$ cat src/rtl/tgb_pkg.sv
// Shared types and constants for the tiled glyph blitter.
// Used by tgb_front, tgb_back and tiled_glyph_blitter; no dependencies.
package tgb_pkg;

  localparam int QUEUE_DEPTH = 2;
  localparam int CFG_INDEX_W = 3;

  localparam logic [1:0] MODE_GLYPH   = 2'd0;
  localparam logic [1:0] MODE_NEWLINE = 2'd1;
  localparam logic [1:0] MODE_HOME    = 2'd2;

  localparam logic [CFG_INDEX_W-1:0] REG_FIRST_TILE = 3'd0;
  localparam logic [CFG_INDEX_W-1:0] REG_AREA_WIDTH = 3'd1;
  localparam logic [CFG_INDEX_W-1:0] REG_MARGIN_L   = 3'd2;
  localparam logic [CFG_INDEX_W-1:0] REG_MARGIN_T   = 3'd3;
  localparam logic [CFG_INDEX_W-1:0] REG_LINE_OFS   = 3'd4;

  localparam logic [7:0] BYTE_ONES = 8'b11111111;
  localparam logic [3:0] BYTE_BITS = 4'd8;

  typedef enum logic [1:0] {
    CMD_GLYPH,
    CMD_NEWLINE,
    CMD_HOME
  } cmd_kind_t;

  typedef enum logic [2:0] {
    S_CLEAR,
    S_IDLE,
    S_TILE,
    S_READ,
    S_WRITE
  } state_t;

  typedef struct packed {
    logic [1:0] mode;
    logic [4:0] glyph_width;
    logic [4:0] glyph_height;
    logic       two_planes;
    logic [7:0] plane_low_bits;
    logic [7:0] plane_high_bits;
    logic       glyph_end;
  } in_t;

  typedef struct packed {
    logic [7:0] tile_index;
    logic [2:0] tile_row;
    logic [7:0] plane_low_out;
    logic [7:0] plane_high_out;
    logic       run_last;
  } out_t;

  typedef struct packed {
    cmd_kind_t  kind;
    logic [4:0] width;
    logic [4:0] height;
    logic       two_planes;
    logic [7:0] plane_low;
    logic [7:0] plane_high;
    logic       glyph_end;
  } cmd_t;

  typedef struct packed {
    logic [7:0] first_tile;
    logic [5:0] area_width_tiles;
    logic [3:0] margin_left;
    logic [3:0] margin_top;
    logic [3:0] line_start_offset;
  } cfg_t;

endpackage

$ cat src/rtl/tgb_front.sv
// Front end: accepts input words, decodes the mode, clamps the glyph width
// and queues commands for the back end. Depends on tgb_pkg.
module tgb_front #(
  parameter int MAX_GLYPH_SIDE = 16
) (
  input  logic          clk,
  input  logic          rst_n,
  input  logic          in_valid,
  output logic          in_stall,
  input  tgb_pkg::in_t  in_data,
  input  logic          back_clearing,
  output logic          cmd_valid,
  output tgb_pkg::cmd_t cmd,
  input  logic          cmd_pop
);

  localparam int PTR_W = (tgb_pkg::QUEUE_DEPTH > 1) ? $clog2(tgb_pkg::QUEUE_DEPTH) : 1;
  localparam int CNT_W = $clog2(tgb_pkg::QUEUE_DEPTH + 1);
  localparam logic [PTR_W-1:0] LAST_PTR = PTR_W'(tgb_pkg::QUEUE_DEPTH - 1);
  localparam logic [CNT_W-1:0] FULL_CNT = CNT_W'(tgb_pkg::QUEUE_DEPTH);
  localparam logic [4:0] MAX_W = 5'(MAX_GLYPH_SIDE);

  tgb_pkg::cmd_t     queue_r [tgb_pkg::QUEUE_DEPTH];
  logic [PTR_W-1:0]  wr_ptr_r;
  logic [PTR_W-1:0]  rd_ptr_r;
  logic [CNT_W-1:0]  count_r;
  tgb_pkg::cmd_t     cmd_nxt;
  logic              keep;
  logic              push;

  always_comb begin
    cmd_nxt.kind       = tgb_pkg::CMD_GLYPH;
    keep               = 1'b1;
    unique case (in_data.mode)
      tgb_pkg::MODE_GLYPH:   cmd_nxt.kind = tgb_pkg::CMD_GLYPH;
      tgb_pkg::MODE_NEWLINE: cmd_nxt.kind = tgb_pkg::CMD_NEWLINE;
      tgb_pkg::MODE_HOME:    cmd_nxt.kind = tgb_pkg::CMD_HOME;
      default:               keep = 1'b0;
    endcase
    if (in_data.glyph_width == 5'd0) begin
      cmd_nxt.width = 5'd1;
    end else if (in_data.glyph_width > MAX_W) begin
      cmd_nxt.width = MAX_W;
    end else begin
      cmd_nxt.width = in_data.glyph_width;
    end
    cmd_nxt.height     = in_data.glyph_height;
    cmd_nxt.two_planes = in_data.two_planes;
    cmd_nxt.plane_low  = in_data.plane_low_bits;
    cmd_nxt.plane_high = in_data.plane_high_bits;
    cmd_nxt.glyph_end  = in_data.glyph_end;
  end

  assign in_stall  = (count_r == FULL_CNT) || back_clearing;
  assign push      = in_valid && !in_stall && keep;
  assign cmd_valid = (count_r != '0);
  assign cmd       = queue_r[rd_ptr_r];

  always_ff @(posedge clk) begin
    if (push) begin
      queue_r[wr_ptr_r] <= cmd_nxt;
    end
  end

  always_ff @(posedge clk) begin
    if (!rst_n) begin
      wr_ptr_r <= '0;
      rd_ptr_r <= '0;
      count_r  <= '0;
    end else begin
      if (push) begin
        wr_ptr_r <= (wr_ptr_r == LAST_PTR) ? '0 : wr_ptr_r + 1'b1;
      end
      if (cmd_pop) begin
        rd_ptr_r <= (rd_ptr_r == LAST_PTR) ? '0 : rd_ptr_r + 1'b1;
      end
      if (push && !cmd_pop) begin
        count_r <= count_r + 1'b1;
      end else if (!push && cmd_pop) begin
        count_r <= count_r - 1'b1;
      end
    end
  end

  a_pop_needs_entry: assert property (@(posedge clk) disable iff (!rst_n)
    cmd_pop |-> (count_r != '0))
    else $error("command popped from an empty queue");

endmodule

$ cat config.mk
export PLATFORM = sky130hd
export DESIGN_NAME = tgb_front
export DESIGN_NICKNAME = d
export VERILOG_FILES = /design/src/rtl/tgb_pkg.sv /design/src/rtl/tgb_front.sv
export SDC_FILE = /design/constraint.sdc
export NUM_CORES = 1
export LEC_CHECK = 0
export BUFFER_PORTS_ARGS = -buffer_cell sky130_fd_sc_hd__buf_2
export CAP_MARGIN = 20
export CORE_MARGIN = 8
export CORE_UTILIZATION = 35
export CTS_BUF_LIST = sky130_fd_sc_hd__clkbuf_16
export CTS_CLUSTER_DIAMETER = 100
export DETAILED_ROUTE_END_ITERATION = 10
export SLEW_MARGIN = 20
export SYNTH_ARGS = -nofsm -noshare
export SYNTH_HDL_FRONTEND = slang
export SYNTH_SLANG_ARGS = --single-unit
$ cat constraint.sdc
create_clock -name clk -period 3.95 [get_ports clk]
set_input_delay 0.5925 -clock clk [delete_from_list [all_inputs] [get_ports clk]]
set_output_delay 0.5925 -clock clk [all_outputs]
set_load 0.005 [all_outputs]
## After elaboration in Yosys (flattened, before gate mapping)

Memory sizes are Yosys's and may differ from the RTL's. A register that Yosys moved wholly into a read port is not among the register bits.
Cells that the tools add are included.
W data, S select, Z words.

- Bits in registers: 4
- Bits in latches: 0
- Memory bits (writable): 60
- Bits in read-only memories: 0
- Memories: 1

Memories:

| name | words | width | rd ports | clocked after memory_dff | wr ports | RTL line | text |
|---|---|---|---|---|---|---|---|
| queue_r | 2 | 30 | 1 | 1 | 1 | tgb_front.sv:23 | `tgb_pkg::cmd_t queue_r [tgb_pkg::QUEUE_DEPTH];` |

- Add/subtract/negate cells: 4
- Multiply operators: 0
- Div/mod/pow operators: 0
- Order comparisons: 1
- Equality and inequality tests: 3
- Shifts and indexed selects: 0
- Muxes and demuxes: 12
- Bitwise gates (word level): 0
- Reduce and logical (&&, ||, !) cells: 13

Operator list:

| operator | number |
|---|---|
| $mux W5 | 2 |
| $mux W1 | 7 |
| $gt A5 B5 Y1 const B | 1 |
| $logic_not A5 Y1 | 1 |
| $eq A2 B2 Y1 const B | 2 |
| $logic_and A1 B1 Y1 | 4 |
| $mux W2 | 2 |
| $pmux W2 S2 | 1 |
| $reduce_bool A2 Y1 | 2 |
| $logic_not A1 Y1 | 3 |
| $reduce_or A3 Y1 | 1 |
| $add A1 B1 Y1 const B | 2 |
| $add A2 B1 Y2 const B | 1 |
| $eq A2 B1 Y1 const B | 1 |
| $logic_not A2 Y1 | 1 |
| $sub A2 B1 Y2 const B | 1 |
| $logic_or A1 B1 Y1 | 1 |

## Longest topological paths before layout

- Word-level depth: 9
- Depth in mapped cells: 6

## Worst setup path after synthesis

OpenSTA, ideal clock, no wires.

- Kind: input to register
- Start point: input port in_valid
- End point: memory queue_r[0][0] (netlist name), enable pin
- Setup time: 455 ps
- Arrival: 2,900 ps
- Data required time: 3,495 ps
- Slack: 596 ps
- Stages: 2
- Buffers on the path: 0
- Path through: a21bo_2 > nor3_1

- Cells in the longest elaborated chain, start to end: 4

Ends and longest elaborated chain:

| item | RTL line | text |
|---|---|---|
| start: declaration | tgb_front.sv:8 | `input logic in_valid,` |
| $logic_and A1 B1 Y1 (2 in a row) | tgb_front.sv:55 | `assign push = in_valid && !in_stall && keep;` |
| $mux W1 | tgb_front.sv:60 | `if (push) begin` |
| $mux W1 (implied by the code) | tgb_front.sv:61 | `queue_r[wr_ptr_r] <= cmd_nxt;` |
| end: declaration | tgb_front.sv:23 |  |

No other way between the ends.

==> results by group <==
Status
  • Outcome: finished, final reports clean

Timing
  • Min cycle time layout: 2.14 ns
  • RSZ-0062 raised after global routing: false
  • Max Slew Vio Count: 0
  • Clock skew: 0.00603 ns
  • Peak Freq: 468 MHz
  • Max_slew headroom: 0.717
  • Setup TNS: 0 ns
  • # setup viols final: 0
  • Pin slew with the least headroom to its limit: around 0.42 ns
  • Final-report hold violation count: 0
  • Crit share post-route: 0.541

GRT
  • First-pass GRT wire length: ~7.1 mm
  • GRT overflow: 0
  • Largest net degree at the start of global routing: 31
  • Gr usage total: 0.0949
  • Vias in the first global route: 1404
  • Initial antenna violation count: 0

Setup path
  • Crit path buffers/inverters: 2
  • Critical path class: flop to output pin
  • Reg2reg start: count_r[0]
  • Crit Path Max Fanout: 30
  • CP delay by family, top: buffers and inverters
  • Worst path arrival time: 1.54 ns
  • Startpoint Class: flop
  • Worst-path cell chain: buf_4 > mux2_2 > buf_2
  • Worst path slowest cell: mux2_2
  • CP endpoint kind: output pin
  • Slowest cell delay on critical path: 0.40 ns
  • Worst Path Required: 3.36 ns

CTS
  • Clock transition at the registers of the reported paths: roughly 0.05 ns
  • CTS root buffer: clkbuf_16
  • Cts bufs inserted: 9
  • Clock Tree Buf Depth: 2
  • CTS tree: yes
  • Clk Latency, worst-skew pair: 0.32 ns
  • Post-CTS setup buffers: 0
  • H-tree depth: 3
  • CTS resizes: 0
  • Cts hold-fix bufs: 0
  • CTS sink cnt: 65

Logic synthesis
  • Seq cells post-synth: 65
  • Yosys warns: 0
  • EDFF count, synth: 60
  • Synth Area per Inst: 19.2 µm²
  • Cells after synthesis: 128
  • Syn Nets: 164
  • Primary FF master, synth: edfxtp_1
  • Sequential fraction of the synthesis area: 0.773
  • Mapped Area: roughly 2500 µm²
  • Post-synth cell types: 23
  • Async SR Flop Fraction: 0

Floorplanning
  • Die area: 9970 µm²
  • I/O pin count: 67
  • Initial core utilization: 0.362
  • Die height: 99.9 µm
  • Core Rows: 30
  • Core ar.: 6790 µm²
  • Die width: 99.9 µm

Power
  • Pwr Density: approximately 520 nW/µm²
  • Worst IR drop on VDD: 0.210 mV
  • Pleak: 1.21 nW

Flow run
  • Max Cap Violations: 0

Final layout
  • Fin nets: 240
  • Non-Filler Instances: 305
  • Fin area: between 3000 and 4000 µm²
  • N_diodes: 0
  • Share of cells above drive strength 1: 0.526
  • Layout area overhead: 30.0%
  • Utilization after layout: 0.471

Placed design
  • RD Place Congestion: 0.663
  • Port Buf Inserts: 66
  • Placed cell area: 2920 µm²
  • HPWL Detailed: between 2 and 3 mm
  • Placed Instances: between 200 and 300

Detailed routing
  • Routed met3 length: 417 µm
  • Top Metal Used: met4
  • DR DRC count: 0
  • Initial DRC Count: 26
  • Via density: between 4 and 5
  • Vias: 1328
  • WL met1: roughly 2.1 mm
  • Routed len/inst: 14.6 µm
  • Post-route ant nets: 0
  • TritonRoute pass-1 iters: 4
  • Routed wire length: ~4.5 mm
  • Met2 wire len: 1.85 mm

Min path
  • Worst hold start: in_data[3]
  • Type of the worst min-delay path: primary input to flop
## metrics by stage
stage	hold WS (ns)	power, mW	setup WS [ns]
2_1_floorplan	0.452	0.890	0.596
5_1_grt	0.448	1.73	1.75
3_3_place_gp	0.495	0.960	1.88
6_report	0.462	1.67	1.81
3_5_place_dp	0.489	0.962	1.89
4_1_cts	0.450	1.69	1.79
## cell families after synthesis
kind of cell	Yosys count	share of synthesized area
xor gates and xnor gates	3	0.0107
buffers and inverters	5	0.00915
and+or+nand+nor	20	0.0519
AOI/OAI and AO/OA	3	0.00915
adders and majority gates	1	0.00508
DFF	65	0.773
muxes	31	0.141
## cell type report
type | count | area (µm²)
clock buffers | 9 | 225
fillers | 608 | 3590
repair buffers | 69 | 353
inverters | 1 | 3.75
well taps | 96 | 120
flip-flops and latches | 65 | 1900
clock inverters | 7 | 53.8
multi-input cells | 58 | 542
## synthesized netlist by cell type (2+ instances only)
master    instances  share of area
mux2_2           26           0.12
dfxtp_1           5          0.041
buf_2             3         0.0061
nor2b_1           5          0.013
nor3_1            2         0.0041
nand2b_1          3         0.0076
and2_1            4          0.010
edfxtp_1         60           0.73
xor2_1            2         0.0071
mux2_1            4          0.018
nor2_1            2         0.0031
## metal layers
metal,global-route usage,vias to the layer above
met3,0.0443,9
met2,0.127,55
li1,-,637
met5,0,-
met1,0.123,627
met4,0.0524,0
## cells in the final DEF, fill, tap and decap left out, drive strengths merged, types with 2 or more instances in the layout
master	n
and2	4
buf	69
clkbuf	9
clkinv	4
dfxtp	5
edfxtp	60
inv	3
mux2	30
nand2b	3
nor2	2
nor2b	5
nor3	2
xor2	2
## path summary, 6_finish.rpt
path	end	cells after the start	slack [ns]
worst max-delay path	cmd[8]	3	1.81
worst min-delay path	queue_r[0][3]	1	0.46
worst max register to register	queue_r[1][17]	4	2.33
worst min register to register	wr_ptr_r	2	0.49
## state kept, by name, indices dropped and copies added (netlist names), named ones only
name,count
wr_ptr_r,1
rd_ptr_r,1
queue_r,60
count_r,2
## where the power goes
part	total (mW)	leakage, nW	switching [mW]	internal (mW)
Clock	0.723	0.144	0.248	0.474
Combinational	0.149	0.479	0.0704	0.0789
Sequential	0.794	0.590	0.00888	0.786
Total	1.67	1.21	0.328	1.34
## worst register-to-register path: cells and delay by family (launching register included)
family	cells	cell delay [ns]
buffers and inverters	1	0.37
flip-flops	1	0.38
AND/OR/NAND/NOR	3	0.52
Power figures use the tool's default switching activity.
